`config.mk`:
```
export PLATFORM = sky130hd
export DESIGN_NAME = cfsa_sqrt_cell
export DESIGN_NICKNAME = d
export VERILOG_FILES = /design/src/cfsa_pkg.sv /design/src/cfsa_sqrt_cell.sv
export SDC_FILE = /design/constraint.sdc
export NUM_CORES = 1
export LEC_CHECK = 0
export ABC_AREA = 1
export BUFFER_PORTS_ARGS = -buffer_cell sky130_fd_sc_hd__buf_2
export CAP_MARGIN = 40
export CORE_AREA = 2 2 157 159
export CTS_CLUSTER_SIZE = 25
export DETAILED_ROUTE_END_ITERATION = 6
export DIE_AREA = 0 0 159 161
export PLACE_DENSITY = 0.66
export SLEW_MARGIN = 40
export SYNTH_ARGS = -nofsm -noshare
export SYNTH_HDL_FRONTEND = slang
export SYNTH_SLANG_ARGS = --single-unit
```
`constraint.sdc`:
```
create_clock -name clk -period 0.8 [get_ports clk]
set_clock_uncertainty 0.1 [all_clocks]
set_input_delay 0.12 -clock clk [delete_from_list [all_inputs] [get_ports clk]]
set_output_delay 0.12 -clock clk [all_outputs]
set_load 0.01 [all_outputs]
```
`src/cfsa_pkg.sv`:
```
// Shared types, constants and the step-angle function for the sky angle converter.
`timescale 1ns / 1ps
package cfsa_pkg;

    localparam int CORDIC_STEPS = 40;
    localparam int SQRT_CELLS   = 32;
    localparam int NORM_CELLS   = 6;

    // Angle unit: 45 degrees is 2^40.
    localparam logic signed [45:0] ANG_ONE = 46'sh100_0000_0000;
    localparam logic [30:0] RA_FULL = 31'd1509949440;
    localparam logic [29:0] DEC_MAX = 30'd377487360;

    localparam logic [2:0] FACE_NORTH   = 3'd0;
    localparam logic [2:0] FACE_EQ_LAST = 3'd4;
    localparam logic [2:0] FACE_SOUTH   = 3'd5;

    // Face point carried alongside the square root.
    typedef struct packed {
        logic signed [31:0] x;
        logic signed [31:0] y;
        logic [2:0]         face;
    } cfsa_side_t;

    // One square root digit cell's state.
    typedef struct packed {
        logic [63:0] rad;
        logic [34:0] rem;
        logic [31:0] root;
        cfsa_side_t  side;
    } cfsa_root_t;

    // A vector under rotation with its accumulated angle.
    typedef struct packed {
        logic signed [63:0] vx;
        logic signed [63:0] vy;
        logic signed [45:0] z;
    } cfsa_vec_t;

    // Both vectors of one request plus what the final stages need.
    typedef struct packed {
        cfsa_vec_t  ra;
        cfsa_vec_t  dc;
        logic [2:0] face;
        logic       origin;
    } cfsa_pair_t;

    // Unsigned long division by shift and subtract, for elaboration-time constants.
    function automatic logic [63:0] udiv64(logic [63:0] num, logic [63:0] den);
        logic [63:0] quo;
        logic [63:0] rem;
        quo = '0;
        rem = '0;
        for (int i = 63; i >= 0; i--)
        begin
            rem = {rem[62:0], num[i]};
            if (rem >= den)
            begin
                rem    = rem - den;
                quo[i] = 1'b1;
            end
        end
        return quo;
    endfunction

    // Q62 arctangent of 1/n by an alternating series with floor divisions.
    function automatic logic [63:0] atan_recip_q62(logic [63:0] n);
        logic [63:0] p;
        logic [63:0] sum;
        logic [63:0] k;
        logic [63:0] term;
        p   = udiv64(64'd1 << 62, n);
        sum = '0;
        k   = '0;
        while (p != 64'd0)
        begin
            term = udiv64(p, (k << 1) + 64'd1);
            if (k[0] == 1'b0)
                sum = sum + term;
            else
                sum = sum - term;
            p = udiv64(udiv64(p, n), n);
            k = k + 64'd1;
        end
        return sum;
    endfunction

    // Rounded micro-rotation angle atan(2^-idx) in the angle unit.
    function automatic logic signed [45:0] step_angle(int idx);
        logic [63:0] quarter_pi;
        logic [63:0] r;
        logic [63:0] v;
        if (idx == 0)
            return ANG_ONE;
        quarter_pi = (atan_recip_q62(64'd5) << 2) - atan_recip_q62(64'd239);
        r = atan_recip_q62(64'd1 << idx);
        v = '0;
        for (int b = 0; b < 41; b++)
        begin
            r = r << 1;
            v = v << 1;
            if (r >= quarter_pi)
            begin
                r = r - quarter_pi;
                v = v | 64'd1;
            end
        end
        return 46'((v + 64'd1) >> 1);
    endfunction

endpackage

```
`src/cfsa_sqrt_cell.sv`:
```
// One digit cell of the square root chain: two radicand bits in, one root bit out.
`timescale 1ns / 1ps
module cfsa_sqrt_cell (
    input  logic               clk,
    input  logic               rst_n,
    input  logic               en,
    input  logic               in_valid,
    input  cfsa_pkg::cfsa_root_t in_d,
    output logic               out_valid,
    output cfsa_pkg::cfsa_root_t out_d
);
    import cfsa_pkg::*;

    logic [34:0] rem2;
    logic [34:0] trial;
    cfsa_root_t  d_next;

    // Restoring digit step.
    always_comb
    begin
        rem2  = {in_d.rem[32:0], in_d.rad[63:62]};
        trial = {1'b0, in_d.root, 2'b01};
        d_next.rad  = {in_d.rad[61:0], 2'b00};
        d_next.side = in_d.side;
        if (rem2 >= trial)
        begin
            d_next.rem  = rem2 - trial;
            d_next.root = {in_d.root[30:0], 1'b1};
        end
        else
        begin
            d_next.rem  = rem2;
            d_next.root = {in_d.root[30:0], 1'b0};
        end
    end

    // Valid bit.
    always_ff @(posedge clk or negedge rst_n)
    begin
        if (!rst_n)
            out_valid <= 1'b0;
        else if (en)
            out_valid <= in_valid;
    end

    // Payload.
    always_ff @(posedge clk)
    begin
        if (en)
            out_d <= d_next;
    end
endmodule

```
Yosys cells after proc, flatten, opt, wreduce, memory -nomap -nowiden. Cells that the tools add are included.

Register bits after elaboration: 197. Logic and storage cells: 10.

Add/subtract/negate cells: 1. Order comparisons: 1. Multiplexer cells: 1.

Operator list (count): $mux W67 (1); $ge A35 B34 Y1 (1); $sub A35 B34 Y35 (1).

Longest topological paths before layout.
Depth after elaboration: 2. Gate-level depth with buffers: 16.

Worst setup path after synthesis. OpenSTA, ideal clock, no wires.

Path type: in2reg. Start point: in in_d[75] in the netlist's numbering. End point: reg out_d[125] in the netlist's numbering, data pin. Library setup time: 0.253 ns. Arrival time: 1.526 ns. Path slack: -1.080 ns. Stages on the path: 13. Path buffers: 1. Path through: inv_1 ha_1 nand2_1 inv_1 a21oi_1 nand2_1 nand2_1 nand3_1 nand3_2 nand2_4 buf_4 nand3_1 nand2_1.

RTL lines: from (decl) (line cfsa_sqrt_cell.sv:8) `input cfsa_pkg::cfsa_root_t in_d,`; to (signal assigned) (line cfsa_sqrt_cell.sv:50) `out_d <= d_next;`; to (decl) (line cfsa_sqrt_cell.sv:10) `output cfsa_pkg::cfsa_root_t out_d`.

==> qor.yml <==
failed_checks: "hold timing, setup timing"
cp.arrival_ns: 1.82
cp-start-kind: "input pin"
power.leakage_nw: 7.742
grt_max_degree: 50
fill_cells: 1790
crit_buf_inv: 6
cp-end-kind: "flip-flop"
criticalPathCategory: "in2reg"
placed_area_mm2: 0.01277
hold_slack_ns: -0.1066
io_pins: 401
rows: 57
max_stage_delay_ns: 0.27
gp_congestion: 0.8987
grt_pass1_wl_um: 52210
nets: 1828
initial_utilization_pct: 37.69
hold_viol: 19
cp.required_ns: 0.99
ys_warn_count: 0
drive_above_1_share_pct: 50.09
vias: 9147
place_hpwl_um: 25110
antenna_found_initial: 6
path_cells: "buf_2 -> inv_2 -> ha_4 -> nand2_2 -> inv_2 -> buf_4 -> nand4_1 -> nor3_4 -> nor2_2 -> nand2_4 -> buf_12 -> buf_12 -> nand2_1 -> nand2_1"
clock_sinks: 197
finalSetupViolCount: 235
path_delay_family: "simple AND/OR/NAND/NOR gates"
core_mm2: 0.02396
period_needed_ns: 1.629
vias_per_cell: 4.730
wl_per_cell_um: 19.25
synth-seq-area-share_pct: 65.44
layout_setup_ws_ns: -0.8294
cts_tree: "done"
die_area_mm2: 0.02560
hp-class: "in2reg"
portBuffers: 396
die_h_um: 161
h-tree-depth: 4
routed_wl_um: 37240
clk_latency_ns: 0.43
tns_ns: -103.84
cp_max_fo: 10
avgSynthCellArea_um2: 10.53
peakVddDrop_mv: 1.622
clock_path_buffers: 2
cp_slowest_cell: "ha_4"
finalPower_mw: 29.66
drc: 0
path_clk_slew_ns: 0.07
maxCapViolCount: 0
rsz0062_at_grt: "yes"
final-seq-area_mm2: 0.005911
multi_input_area_mm2: 0.003664
cts-root-buf: "clkbuf_16"
slew_violations: 0
p_per_area_mw_per_mm2: 1799
grt-ovfl-total: 0
fin_util_pct: 68.81
netlist_area_mm2: 0.009032
drt_iter0_markers: 626
clock.fmax_ghz: 0.6137
area_delta_synth_final_pct: 82.55
grt_usage_pct: 26.99
drtPass1Iterations: 5
ys_seq_elements: 197
ys_types: 29
grt_pass1_vias: 9046
cts_buffers: 17
outcome: "finished with violations"
die_w_um: 159
antenna_left: 0
fin_crit_sh_pct: 203.7
synthCells: 858
fin_area_mm2: 0.01649
==> flip-flops by register name (all words and copies together), names as in the netlist <==
name and count:
out_d 196, out_valid 1
==> stage by stage <==
| step | hold slack (ns) | std cells | setup WS, ns |
|---|---|---|---|
| floorplan | -0.2756 | 859 | -1.006 |
| global placement | -0.2050 | 1689 | -1.349 |
| detailed placement | -0.2025 | 1689 | -1.393 |
| CTS | -0.1261 | 1912 | -0.7663 |
| global route | -0.1104 | 1930 | -0.9174 |
| finish | -0.1066 | 1934 | -0.8294 |
==> layout make-up <==
| class | count | area share, % |
|---|---|---|
| inverter | 131 | 3.301 |
| clock buffer | 18 | 2.603 |
| timing repair buffer | 722 | 32.40 |
| tap | 324 | 2.459 |
| clock inverter | 14 | 1.093 |
| antenna | 5 | 0.07588 |
| multi-input combinational | 523 | 22.22 |
| sequential | 197 | 35.85 |
==> synthesized netlist by cell type <==
library cell / number / area [µm²]
a21o_1: 2 / 15.01
a21oi_1: 28 / 140.1
a21oi_2: 1 / 8.760
buf_4: 5 / 37.54
buf_6: 3 / 33.78
conb_1: 1 / 3.750
dfrtp_1: 1 / 25.02
edfxtp_1: 196 / 5886
ha_1: 34 / 425.4
inv_1: 126 / 473.0
inv_2: 4 / 15.01
inv_4: 1 / 6.260
mux2_2: 1 / 11.26
nand2_1: 305 / 1145
nand2_4: 1 / 11.26
nand3_1: 34 / 170.2
nand3_2: 1 / 10.01
nand3b_1: 9 / 67.56
nand4_1: 5 / 31.28
nor2_1: 59 / 221.5
nor2_2: 2 / 12.51
nor3_1: 7 / 35.03
nor3_2: 2 / 20.02
o21a_1: 2 / 15.01
o21ai_0: 7 / 35.03
o21ai_1: 1 / 5.000
o21bai_1: 2 / 15.01
xnor2_1: 2 / 17.52
xor2_1: 16 / 140.1
==> kinds of logic (layout without fill, tap and decap cells) <==
family | count (synthesis) | after routing | synth area share, %
xor+xnor | 18 | 18 | 1.745
compound gates | 43 | 43 | 2.590
flops | 197 | 197 | 65.44
mux | 1 | 1 | 0.1247
fa+ha+maj | 34 | 34 | 4.710
simple gates | 425 | 425 | 19.09
buf+inv | 139 | 885 | 6.261
other cells | 1 | 7 | 0.04152
==> power breakdown <==
part           internal (mW)  switching, mW  total (mW)
combinational           3.86           4.08        7.94
clock                   4.30           4.60        8.90
sequential              12.5          0.356        12.8
==> per-layer routing <==
metal	up-vias	GRT usage [%]	share of wire, %
li1	4286	-	-
met1	4369	31.92	38
met2	415	47.51	51
met3	75	6.857	6.7
met4	2	10.29	4.3
met5	-	0	0.035
==> layout by cell type, fill, tap and decap left out, types with 5 or more instances in the layout <==
cell type	count
inv_4	10
ha_4	32
a21oi_1	10
buf_8	6
nand2_1	223
clkbuf_16	20
o21ai_0	5
inv_2	35
clkinv_8	5
inv_6	5
diode_2	5
nand3_2	14
buf_6	31
edfxtp_1	196
nor2_4	10
buf_12	9
dlygate4sd3_1	177
nand2_4	32
a21oi_4	7
nand4_1	5
nor2_2	10
a21oi_2	12
inv_8	5
nand2_2	51
buf_4	136
nand3_1	20
nor2_1	41
buf_2	357
inv_1	82
xor2_1	16
nand3b_1	9
==> final timing paths <==
check	from	end	slack, ns	cells after the start
max in group asynchronous	rst_n	out_valid	0.09	3
setup reg to reg	out_valid	out_valid	-0.09	1
setup / recovery	in_d[97]	out_d[112]	-0.83	14
min in group asynchronous	rst_n	out_valid	0.41	3
hold / removal	in_d[111]	out_d[113]	-0.11	3
hold reg to reg	out_valid	out_valid	0.48	1
==> repair_timing <==
| item | 4_1_cts | 5_1_grt |
|---|---|---|
| resized for setup | 114 | 183 |
| cloned | 2 | 4 |
| pin swaps | 23 | 37 |
| setup buffers | 14 | 11 |
| hold endpoints to repair | 196 | 19 |
| hold buffers | 175 | 2 |
| setup endpoints to repair | 234 | 234 |
Power figures use the tool's default switching activity.
