**config.mk**
```make
export PLATFORM = sky130hd
export DESIGN_NAME = cfsa_norm_cell
export DESIGN_NICKNAME = d
export VERILOG_FILES = /design/src/cfsa_pkg.sv /design/src/cfsa_norm_cell.sv
export SDC_FILE = /design/constraint.sdc
export NUM_CORES = 1
export LEC_CHECK = 0
export BUFFER_PORTS_ARGS = -buffer_cell sky130_fd_sc_hd__buf_2
export CORE_AREA = 2 2 278 280
export CTS_CLUSTER_SIZE = 14
export DETAILED_ROUTE_END_ITERATION = 8
export DIE_AREA = 0 0 280 282
export GPL_TIMING_DRIVEN = 0
export MAX_ROUTING_LAYER = met4
export PLACE_DENSITY = 0.46
export RECOVER_POWER = 100
export SLEW_MARGIN = 20
export SYNTH_ARGS = -nofsm -noshare
export SYNTH_HDL_FRONTEND = slang
export SYNTH_SLANG_ARGS = --single-unit
```
**constraint.sdc**
```tcl
create_clock -name clk -period 1.1 [get_ports clk]
set_input_delay 0.055 -clock clk [delete_from_list [all_inputs] [get_ports clk]]
set_output_delay 0.055 -clock clk [all_outputs]
set_load 0.01 [all_outputs]
```
**src/cfsa_pkg.sv**
```systemverilog
// Shared types, constants and the step-angle function for the sky angle converter.
`timescale 1ns / 1ps
package cfsa_pkg;

    localparam int CORDIC_STEPS = 40;
    localparam int SQRT_CELLS   = 32;
    localparam int NORM_CELLS   = 6;

    // Angle unit: 45 degrees is 2^40.
    localparam logic signed [45:0] ANG_ONE = 46'sh100_0000_0000;
    localparam logic [30:0] RA_FULL = 31'd1509949440;
    localparam logic [29:0] DEC_MAX = 30'd377487360;

    localparam logic [2:0] FACE_NORTH   = 3'd0;
    localparam logic [2:0] FACE_EQ_LAST = 3'd4;
    localparam logic [2:0] FACE_SOUTH   = 3'd5;

    // Face point carried alongside the square root.
    typedef struct packed {
        logic signed [31:0] x;
        logic signed [31:0] y;
        logic [2:0]         face;
    } cfsa_side_t;

    // One square root digit cell's state.
    typedef struct packed {
        logic [63:0] rad;
        logic [34:0] rem;
        logic [31:0] root;
        cfsa_side_t  side;
    } cfsa_root_t;

    // A vector under rotation with its accumulated angle.
    typedef struct packed {
        logic signed [63:0] vx;
        logic signed [63:0] vy;
        logic signed [45:0] z;
    } cfsa_vec_t;

    // Both vectors of one request plus what the final stages need.
    typedef struct packed {
        cfsa_vec_t  ra;
        cfsa_vec_t  dc;
        logic [2:0] face;
        logic       origin;
    } cfsa_pair_t;

    // Unsigned long division by shift and subtract, for elaboration-time constants.
    function automatic logic [63:0] udiv64(logic [63:0] num, logic [63:0] den);
        logic [63:0] quo;
        logic [63:0] rem;
        quo = '0;
        rem = '0;
        for (int i = 63; i >= 0; i--)
        begin
            rem = {rem[62:0], num[i]};
            if (rem >= den)
            begin
                rem    = rem - den;
                quo[i] = 1'b1;
            end
        end
        return quo;
    endfunction

    // Q62 arctangent of 1/n by an alternating series with floor divisions.
    function automatic logic [63:0] atan_recip_q62(logic [63:0] n);
        logic [63:0] p;
        logic [63:0] sum;
        logic [63:0] k;
        logic [63:0] term;
        p   = udiv64(64'd1 << 62, n);
        sum = '0;
        k   = '0;
        while (p != 64'd0)
        begin
            term = udiv64(p, (k << 1) + 64'd1);
            if (k[0] == 1'b0)
                sum = sum + term;
            else
                sum = sum - term;
            p = udiv64(udiv64(p, n), n);
            k = k + 64'd1;
        end
        return sum;
    endfunction

    // Rounded micro-rotation angle atan(2^-idx) in the angle unit.
    function automatic logic signed [45:0] step_angle(int idx);
        logic [63:0] quarter_pi;
        logic [63:0] r;
        logic [63:0] v;
        if (idx == 0)
            return ANG_ONE;
        quarter_pi = (atan_recip_q62(64'd5) << 2) - atan_recip_q62(64'd239);
        r = atan_recip_q62(64'd1 << idx);
        v = '0;
        for (int b = 0; b < 41; b++)
        begin
            r = r << 1;
            v = v << 1;
            if (r >= quarter_pi)
            begin
                r = r - quarter_pi;
                v = v | 64'd1;
            end
        end
        return 46'((v + 64'd1) >> 1);
    endfunction

endpackage

```
**src/cfsa_norm_cell.sv**
```systemverilog
// One normalising cell: shifts each vector left when its larger component is small.
`timescale 1ns / 1ps
module cfsa_norm_cell #(
    parameter int SHIFT = 32
) (
    input  logic               clk,
    input  logic               rst_n,
    input  logic               en,
    input  logic               in_valid,
    input  cfsa_pkg::cfsa_pair_t in_d,
    output logic               out_valid,
    output cfsa_pkg::cfsa_pair_t out_d
);
    import cfsa_pkg::*;

    localparam logic signed [63:0] LIMIT = 64'sd1 <<< (58 - SHIFT);

    cfsa_pair_t d_next;

    function automatic cfsa_vec_t norm(cfsa_vec_t v);
        logic signed [63:0] ay;
        logic signed [63:0] mx;
        cfsa_vec_t          r;
        ay = (v.vy < 0) ? -v.vy : v.vy;
        mx = (v.vx > ay) ? v.vx : ay;
        r  = v;
        if (mx < LIMIT)
        begin
            r.vx = v.vx <<< SHIFT;
            r.vy = v.vy <<< SHIFT;
        end
        return r;
    endfunction

    // Both lanes normalise independently.
    always_comb
    begin
        d_next    = in_d;
        d_next.ra = norm(in_d.ra);
        d_next.dc = norm(in_d.dc);
    end

    always_ff @(posedge clk or negedge rst_n)
    begin
        if (!rst_n)
            out_valid <= 1'b0;
        else if (en)
            out_valid <= in_valid;
    end

    always_ff @(posedge clk)
    begin
        if (en)
            out_d <= d_next;
    end
endmodule

```
======== Yosys cells after proc, flatten, opt, wreduce, memory -nomap -nowiden ========
Cells that the tools add are included.
cells by class
  $add $sub $neg .......................... 2
  magnitude comparators ................... 6
  mux-type cells .......................... 6
operators with widths
  kind                                                                             number
  128-bit two-way mux                                                              2
  64-bit two-way mux                                                               4
  64-bit greater-than comparator                                                   2
  64-bit by 1-bit less-than comparator with 1-bit output (second input constant)   2
  64-bit by 28-bit less-than comparator with 1-bit output (second input constant)  2
  64-bit negator                                                                   2
storage, ports and cells
  bits in registers ....................... 353
  input port bits ......................... 356
  output and inout bits ................... 353
  word-level logic and storage cells ...... 27

======== Logic depth before layout (Yosys ltp) ========
  word-level depth ........................ 6
  gate-level depth with buffers ........... 24
  mapped depth without buffers ............ 19

======== Worst setup path before layout ========
No wires, ideal clock.
  path type ............................... input -> register
  from .................................... in in_d[251] (netlist bit)
  to ...................................... reg out_d[351] (netlist bit) (data pin)
  setup time .............................. 0.256 ns
  arrival ................................. 6.262 ns
  data required time ...................... 0.844 ns
  setup slack ............................. -5.418 ns
  stages on the path ...................... 21
  buffers on the path ..................... 5
  cells stage by stage .................... clkbuf_1 -> or4_1 -> or4b_2 -> or4_1 -> clkbuf_1 -> clkbuf_1 -> or3_1 -> or4_1 -> ha_1 -> nand4_1 -> or4_1 -> or4_1 -> nand4b_1 -> a21o_1 -> nand3_1 -> mux2_2 -> a311oi_1 -> a31oi_2 -> buf_2 -> buf_2 -> a22o_1
RTL lines
  element               line                  text
  start, declared       cfsa_norm_cell.sv:10  input cfsa_pkg::cfsa_pair_t in_d,
  end signal, assigned  cfsa_norm_cell.sv:54  out_d <= d_next;
  end, declared         cfsa_norm_cell.sv:12  output cfsa_pkg::cfsa_pair_t out_d

==> metrics.md <==
| Metric | Value |
|---|---|
| Status | `finished, violations left` |
| Failing checks | `negative setup slack` |
| Clk_skew | `0 ns` |
| Finished Core Util | `44.7%` |
| Post-Place Cells | `3332` |
| Global routing usage on met3 | `4.67%` |
| Detailed-placement wirelength estimate | `75.0 mm` |
| Total number of vias | `19700` |
| Power Density | `1310 nW/um^2` |
| Slew of the pin with the lowest slew margin | `1.47 ns` |
| Final WL | `103 mm` |
| Setup violators final | `822` |
| I/O pin cnt | `709` |
| Power, Total | `44400 uW` |
| IO buf count | `695` |
| Main synth FF type | `edfxtp_1` |
| Top-count cell post-synth | `edfxtp_1` |
| Die Area | `79000 sq um` |
| Top-area cell type share of the netlist area | `52.7%` |
| Worst hold slack | `0.0553 ns` |
| GR Util met1 | `28.3%` |
| Synthesized area per cell | `12.1 sq um` |
| GP Congestion | `0.969` |
| Via-to-Cell Ratio | `5.09` |
| Filler cells | `7109` |
| Syn Nets | `2140` |
| Hold Path Class | `in2reg` |
| Starting density of the core | `26.5%` |
| DR iter-0 viols | `1229` |
| Mapped cell area | `20000 sq um` |
| Number of synthesized flops with an enable pin | `352` |
| Reg2Reg Depth | `1` |
| Largest net degree at the start of global routing | `95` |
| # rows | `101` |
| Reg area | `10600 sq um` |
| Max-slew violation count | `0` |
| Met2 GRT Util | `46.9%` |
| Rel. slew slack | `2.09%` |
| Lkg Pwr | `0.0140 uW` |
| Per-cell routed wire length | `26.7 microns` |
| Depth of the CTS H-tree | `2` |
| Sequential share of the synthesized area | `52.8%` |
| Ys Warns | `0` |
| Place WS | `-6.64 ns` |
| RSZ-0062 raised after global routing | `true` |
| Max clock buf depth | `3` |
| Die Y | `282 microns` |
| Initial antenna violation count | `12` |
| Grt total ovfl | `0` |
| FFs w/ async S/R, synth | `0.283%` |
| Area leader, netlist | `edfxtp_1` |
| First-pass GRT wire length | `144 mm` |
| Remaining antenna violation count after routing | `0` |
| Later-pin clock latency in the skew report | `0.55 ns` |
| Final hold viol count | `0` |
| Distinct cells, synth | `77` |
| IR drop worst, VDD | `1.13 mV` |
| Clock slew at reported path FFs | `0.06 ns` |
| Total Routing Usage GR | `25.9%` |
| CTS buffer count | `46` |
| Worst-path fanout max | `5` |
| Post-Synthesis Cells | `1654` |
| DRC | `0` |
| CTS tree | `yes` |
| Core area | `75700 sq um` |
| Clock root buffer | `clkbuf_16` |
| Multi-input gate area | `10800 sq um` |
| Num Clock Sinks | `353` |
| Minimum clock period | `5.66 ns` |
| Pre-antenna DRT Iters | `5` |
| Post-Layout Cell Count | `3871` |
| Die Wd | `280 microns` |
| Synthesis-to-layout area growth | `68.8%` |
| CP Capture Type | `flop` |
| Nets | `3332` |
| Gr busiest metal | `met2` |
| Synth cell count leaders | `352 x edfxtp_1, 130 x ha_1, 118 x nor2b_1, 89 x mux2_2, 82 x nand2_1` |
| Final worst slack | `-4.56 ns` |
| Critical Path RT | `1.40 ns` |
| Arr. time, crit path | `5.96 ns` |
| FF+latch count, synth | `353` |
| Vias in the first global route | `20400` |
| CP Launch Type | `input pin` |
| Max capacitance violation total | `0` |
| Crit Path Category | `in2reg` |
| WHS Path Cells | `2` |
| Share of cells above drive strength 1 | `42.7%` |
| Synth top area cells | `edfxtp_1 53%, ha_1 8.1%, mux2_2 5.0%` |
| Max Clk Rate | `177 MHz` |
| Crit share post-route | `514%` |
==> per-stage QoR <==
step	TNS (ns)	cell area [sq um]
2_1_floorplan	-1127.52	20700
3_3_place_gp	-3439.22	25400
3_5_place_dp	-1602.00	25500
4_1_cts	-1153.40	32900
5_1_grt	-1219.13	33900
6_report	-1157.80	33900
==> layer usage <==
layer  wire [microns]  share of wire (%)
met3             6520                6.3
met2            54400                 53
met5                0                  0
met4             4120                4.0
met1            38300                 37
==> area by class of cell <==
class / instances / area share, %
multi-input cells: 1175 / 32.0
flip-flops and latches: 353 / 31.3
repair buffers: 1159 / 25.8
well taps: 978 / 3.61
clock buffers: 52 / 3.53
plain buffers: 60 / 2.16
clock inverters: 32 / 0.931
inverters: 51 / 0.588
diodes: 11 / 0.0813
==> critical path, stage by stage <==
cell and delay (ns):
buf_12 0.11, or4_4 0.53, buf_4 0.17, or4_4 0.47
or2_2 0.37, o41ai_1 0.59, xnor2_1 0.22, ha_1 0.34
nand4_1 0.16, or4_4 0.57, or4_4 0.44, nand4b_1 0.23
a21o_1 0.20, nand3_2 0.07, mux2_4 0.34, a311oi_4 0.27
a31oi_4 0.13, buf_6 0.20, buf_12 0.14, buf_12 0.14
a22o_1 0.21
==> cells in the final DEF (no fill, tap or decap), types with 8 or more instances in the layout <==
| master | synthesis | routed |
|---|---|---|
| a21o_1 | 26 | 26 |
| a21oi_1 | 52 | 51 |
| and3_1 | 11 | 8 |
| buf_12 | 0 | 36 |
| buf_16 | 0 | 13 |
| buf_2 | 14 | 663 |
| buf_4 | 6 | 59 |
| buf_6 | 2 | 46 |
| buf_8 | 0 | 17 |
| clkbuf_1 | 47 | 30 |
| clkbuf_16 | 0 | 59 |
| clkinv_1 | 0 | 10 |
| diode_2 | 0 | 11 |
| dlygate4sd3_1 | 0 | 337 |
| edfxtp_1 | 352 | 352 |
| ha_1 | 130 | 127 |
| inv_1 | 51 | 49 |
| mux2_2 | 89 | 31 |
| mux2_4 | 0 | 62 |
| nand2_1 | 82 | 80 |
| nand3_1 | 33 | 31 |
| nand4_1 | 55 | 55 |
| nor2_1 | 66 | 49 |
| nor2_4 | 0 | 11 |
| nor2b_1 | 118 | 65 |
| nor2b_4 | 0 | 52 |
| nor3_1 | 26 | 23 |
| nor4_1 | 50 | 39 |
| o21ai_0 | 39 | 34 |
| o2bb2ai_2 | 0 | 11 |
| o2bb2ai_4 | 0 | 18 |
| o31ai_1 | 39 | 35 |
| o41ai_1 | 23 | 14 |
| or2_2 | 15 | 13 |
| or3_1 | 23 | 20 |
| or4_1 | 29 | 15 |
| or4_4 | 0 | 14 |
| xnor2_1 | 41 | 37 |
| xor2_1 | 76 | 72 |
==> sequential cells by signal (all words and copies together), names as in the netlist <==
name / flops
out_valid: 1
out_d: 352
==> timing repair <==
item                                    in CTS  in global routing
endpoints found under the setup margin     609                627
buffers inserted                            71                 36
pin swaps                                   32                 51
hold endpoints to repair                   365                  2
gates cloned                                23                  4
hold buffers                               336                  2
gates resized for setup                    292                203
==> cells by family (layout without fill, tap and decap cells) <==
logic type	after synthesis	count (layout)	synth area share, %
AOI/OAI and AO/OA	285	285	10.4
xor gates and xnor gates	117	117	5.11
adders and majority gates	130	130	8.11
buffers and inverters	126	1354	2.63
DFF	353	353	52.8
muxes	98	98	5.47
other	0	11	0
and+or+nand+nor	545	545	15.4
==> where the power goes <==
| part | switching, uW | internal [uW] |
|---|---|---|
| combinational | 6510 | 5940 |
| clock | 6120 | 9030 |
| sequential | 342 | 16400 |
| total | 13000 | 31400 |
==> path summary, 6_finish.rpt <==
check | from | to | slack [ns]
max in group asynchronous | rst_n | out_valid$_DFFE_PN0P_ | 0.65
hold / removal | in_d[76] | out_d[108]$_DFFE_PP_ | 0.06
setup reg to reg | out_valid$_DFFE_PN0P_ | out_valid$_DFFE_PN0P_ | 0.35
min in group asynchronous | rst_n | out_valid$_DFFE_PN0P_ | 0.35
setup / recovery | in_d[253] | out_d[351]$_DFFE_PP_ | -4.56
hold reg to reg | out_valid$_DFFE_PN0P_ | out_valid$_DFFE_PN0P_ | 0.52
Power figures use the tool's default switching activity.
